## config.mk

```make
export PLATFORM = sky130hd
export DESIGN_NAME = ksh_div
export DESIGN_NICKNAME = d
export VERILOG_FILES = /design/src/ksh_pkg.sv /design/src/ksh_div.sv
export SDC_FILE = /design/constraint.sdc
export NUM_CORES = 1
export LEC_CHECK = 0
export BUFFER_PORTS_ARGS = -buffer_cell sky130_fd_sc_hd__buf_2
export CORE_AREA = 4 4 111 166
export CTS_CLUSTER_SIZE = 20
export DETAILED_ROUTE_END_ITERATION = 6
export DIE_AREA = 0 0 115 170
export PLACE_DENSITY = 0.77
export SLEW_MARGIN = 20
export SYNTH_ARGS = -nofsm -noshare
export SYNTH_HDL_FRONTEND = slang
export SYNTH_SLANG_ARGS = --single-unit
```

## constraint.sdc

```tcl
create_clock -name clk -period 3.65 [get_ports clk]
set_clock_uncertainty 0.2 [all_clocks]
set_input_delay 0.365 -clock clk [delete_from_list [all_inputs] [get_ports clk]]
set_output_delay 0.365 -clock clk [all_outputs]
set_load 0.02 [all_outputs]
```

## src/ksh_pkg.sv

```systemverilog
// Shared types and constants for the keyed signal-level histogram block.
`default_nettype none
package ksh_pkg;

  localparam logic [1:0] FN_ADD   = 2'd0;
  localparam logic [1:0] FN_READ  = 2'd1;
  localparam logic [1:0] FN_CLEAR = 2'd2;

  localparam logic [2:0] STS_OK     = 3'd0;
  localparam logic [2:0] STS_NEW    = 3'd1;
  localparam logic [2:0] STS_RANGE  = 3'd2;
  localparam logic [2:0] STS_FULL   = 3'd3;
  localparam logic [2:0] STS_ABSENT = 3'd4;

  localparam logic [15:0] SCALE_RST = 16'd1000;
  localparam int          QUO_BITS  = 16;
  // floor(x/5) == (x*205)>>10 for 0 <= x <= 128
  localparam logic [7:0]  RECIP5    = 8'd205;

  typedef struct packed {
    logic [1:0]         func;
    logic [47:0]        station_mac;
    logic signed [7:0]  signal_level;
    logic [5:0]         entry_index;
  } in_t;

  typedef struct packed {
    logic [2:0]  status;
    logic [5:0]  entry_slot;
    logic [5:0]  entries_used;
    logic [47:0] entry_mac;
    logic [4:0]  bin_number;
    logic [31:0] raw_count;
    logic [15:0] normalized_count;
    logic        last;
  } out_t;

  typedef struct packed {
    logic        done;
    logic [15:0] quo;
  } div_sts_t;

  typedef enum logic [3:0] {
    ST_IDLE, ST_SRCH, ST_CLR, ST_CNT, ST_CNT_WR, ST_SUM,
    ST_BIN_RD, ST_BIN_MUL, ST_BIN_GO, ST_BIN_DIV, ST_EMIT
  } state_t;

endpackage
`default_nettype wire

```

## src/ksh_div.sv

```systemverilog
// Restoring divider, one quotient bit per cycle, 16-bit quotient.
`default_nettype none
module ksh_div
  import ksh_pkg::*;
#(
  parameter int NW = 48,
  parameter int DW = 38
) (
  input  wire logic          clk,
  input  wire logic          rst_n,
  input  wire logic          start,
  input  wire logic [NW-1:0] num,
  input  wire logic [DW-1:0] den,
  output div_sts_t           sts
);
  localparam int XW = ((NW > DW) ? NW : DW) + QUO_BITS;

  logic [XW-1:0]       rem_r, rem_nxt, dsh_r, dsh_nxt;
  logic [QUO_BITS-1:0] quo_r, quo_nxt;
  logic [4:0]          cnt_r, cnt_nxt;
  logic                done_r, done_nxt;
  logic                ge;

  assign ge = rem_r >= dsh_r;

  always_comb begin
    rem_nxt  = rem_r;
    dsh_nxt  = dsh_r;
    quo_nxt  = quo_r;
    cnt_nxt  = cnt_r;
    done_nxt = 1'b0;
    if (start) begin
      rem_nxt = XW'(num);
      dsh_nxt = XW'(den) << (QUO_BITS - 1);
      cnt_nxt = 5'(QUO_BITS);
    end else if (cnt_r != 5'd0) begin
      if (ge) rem_nxt = rem_r - dsh_r;
      quo_nxt  = {quo_r[QUO_BITS-2:0], ge};
      dsh_nxt  = dsh_r >> 1;
      cnt_nxt  = cnt_r - 5'd1;
      done_nxt = (cnt_r == 5'd1);
    end
  end

  always_ff @(posedge clk) begin
    if (!rst_n) begin
      cnt_r  <= '0;
      done_r <= 1'b0;
    end else begin
      cnt_r  <= cnt_nxt;
      done_r <= done_nxt;
    end
    rem_r <= rem_nxt;
    dsh_r <= dsh_nxt;
    quo_r <= quo_nxt;
  end

  assign sts.done = done_r;
  assign sts.quo  = quo_r;
endmodule
`default_nettype wire

```

==> flow_summary.ini <==
[timing]
relSlewSlack_pct = 36.8
fin_ws_ns = 0.0818
setup_violations = 0
whs_ns = 0.0137
rsz0062_at_grt = true
final_max_slew_viol_count = 0
max_freq_ghz = 0.280
worstMarginPinSlew_ns = 0.947
finalHoldViolCount = 0
min_period_ns = 3.57
fin_crit_sh_pct = 97.8

[global_route]
grt_pass1_wl_um = 36800
overflow = 0
grt_use_total_pct = 23.5
grt_pass1_vias = 7829
grt_max_degree = 95
antenna_found_initial = 0

[floorplanning]
start_util_pct = 53.0
die_area_um2 = 19600
rows = 59
core_area_um2 = 17100
die_x_um = 115
die_y_um = 170
io_pins = 106

[cts]
clk_latency_ns = 0.43
clock_sinks = 139
cts_tree = done
clock-root-buffer = clkbuf_16
ctsHtreeMaxLevel = 4
cts_buffers = 17
path_clk_slew_ns = 0.06
cts.path.max_buffers = 2

[logic_synthesis]
synth_most_common_cell = nand2_1
syn-cell-area_um2 = 9080
synth.distinct_cells = 73
syn_nets = 1171
synth-seq-cells = 139
synthCells = 1026
yosys.area.top_type = edfxtp_1
synth_area_per_cell_um2 = 8.85
synth_edf_count = 102
yosys-top-cells-count = nand2_1, edfxtp_1, a21oi_1
synth.area.top_cells = edfxtp_1, dfxtp_1, ha_1
yosysSeqAreaShare_pct = 41.9
yosysWarnings = 0
synthArstFlopShare_pct = 0
synth.top_cell.area_share_pct = 33.7
synth_flop_cell = edfxtp_1

[finish]
fin_nets = 1278
syn2layout_area_growth_pct = 17.8
finish.instance_area_um2 = 10700
diodes = 0
drive_above_1_share_pct = 18.0

[power]
p_per_area_nw_per_um2 = 983
p_leak_uw = 0.00447
vdd_drop_max_v = 0.000441

[placed_design]
port_buffers = 105
placed_area_um2 = 9960
pre_cts_slack_ns = -0.205
gp_congestion = 0.937
hpwl_um = 16700

[critical_path]
arrival_ns = 3.69
critPathMaxFanout = 5
critPathKind = reg2reg
worstPathRequired_ns = 3.77
critPathCaptureType = register
start_kind = register

[route]
post_drt_wl_per_cell_um = 16.8
drc = 0
vias_per_cell = 5.73
vias = 7789
drt_iter0_drc = 535
ant_nets = 0
dr.pass1.iters = 5
wl_um = 22800

[job]
timing.max_cap.violations = 0

[status]
outcome = finished clean

[worst_hold_path]
min_path_type = in2reg
-- through the flow --
step / power (µW) / util, % / cells / TNS, ns
after floorplan: 6800 / - / 1026 / 0
after global placement: 8310 / 58.2 / 1325 / -0.446
after detailed placement: 8390 / 58.2 / 1325 / -0.637
after CTS: 10400 / 62.2 / 1359 / 0
after global routing: 11300 / 62.5 / 1359 / -0.745
final: 10500 / 62.5 / 1359 / 0
-- worst paths after layout --
kind	slack [ns]	to	start	cells after the start
worst min-delay path	0.01	dsh_r[48]$_DFFE_PP_	den[33]	3
worst max register to register	0.08	rem_r[62]$_SDFFE_PP0P_	rem_r[3]$_DFFE_PP_	11
worst min register to register	0.24	quo_r[4]$_DFFE_PP_	quo_r[3]$_DFFE_PP_	0
worst max-delay path	0.08	rem_r[62]$_SDFFE_PP0P_	rem_r[3]$_DFFE_PP_	11
-- cells in the final DEF (no fill, tap or decap), types with 3 or more instances in the layout --
master	instances
a2111oi_2	3
a211o_1	4
a211oi_1	5
a21boi_0	5
a21o_1	32
a21oi_1	83
a21oi_2	3
a31oi_1	6
and2_1	5
and3_1	6
buf_2	104
buf_4	36
bufinv_16	6
clkbuf_16	17
clkinv_1	6
dfxtp_1	37
edfxtp_1	102
ha_1	55
inv_1	67
nand2_1	182
nand2b_1	4
nand3_1	21
nand4_1	15
nor2_1	48
nor2b_1	9
nor3_1	8
nor4_1	5
o211ai_1	7
o21a_1	3
o21ai_0	77
o21ai_1	3
o21bai_1	16
o221ai_1	3
o31ai_1	40
or3_1	6
or4_1	4
xnor2_1	26
xor2_1	28
-- routing by layer --
metal / share of wire, % / global-route usage (%) / routed length (µm) / vias to the layer above
li1: - / - / - / 3903
met1: 41 / 27.1 / 9260 / 3613
met2: 51 / 41.7 / 11600 / 210
met3: 4.2 / 3.27 / 947 / 63
met4: 4.1 / 12.5 / 938 / 0
met5: 0 / 0 / 0 / -
-- timing repair --
action,CTS,global route
endpoints found under the hold margin,2,0
pin swaps,0,1
resized for setup,3,14
setup buffers,0,0
setup endpoints to repair,5,58
hold buffers,2,0
-- final cells by class --
type	count	area, µm²
clock inverter	15	226
inverter	67	251
multi-input combinational	763	4870
tap	213	267
timing repair buffer	145	862
sequential	139	3800
fill	1488	6420
clock buffer	17	425
-- cell families after synthesis --
group	Yosys count	synth area share, %
muxes	4	0.578
xor gates and xnor gates	54	5.21
adders and majority gates	56	7.80
and+or+nand+nor	336	17.1
AOI/OAI and AO/OA	313	22.1
buffers and inverters	124	5.36
DFF	139	41.9
-- registers in the layout, indices dropped and copies added (netlist names) --
signal and cells:
rem_r 64, dsh_r 53, quo_r 16, cnt_r 5, done_r 1
-- where the power goes --
group	switching [µW]	internal [µW]	leakage, µW
combinational	3540	2440	0.00281
sequential	209	2390	0.00135
clock	682	1270	0.000309
total	4430	6090	0.00447
-- worst max-delay path, stage by stage, from the launching register on --
cell and delay, ns:
edfxtp_1 0.37, ha_1 0.37, o211ai_1 0.23, a21oi_2 0.08, o21ai_0 0.31, nand4b_1 0.25
a31oi_2 0.28, o31a_1 0.25, nor2_1 0.09, o21a_1 0.23, or4_4 0.49, mux2_4 0.31
No activity file was read; power rests on OpenSTA's default activity.
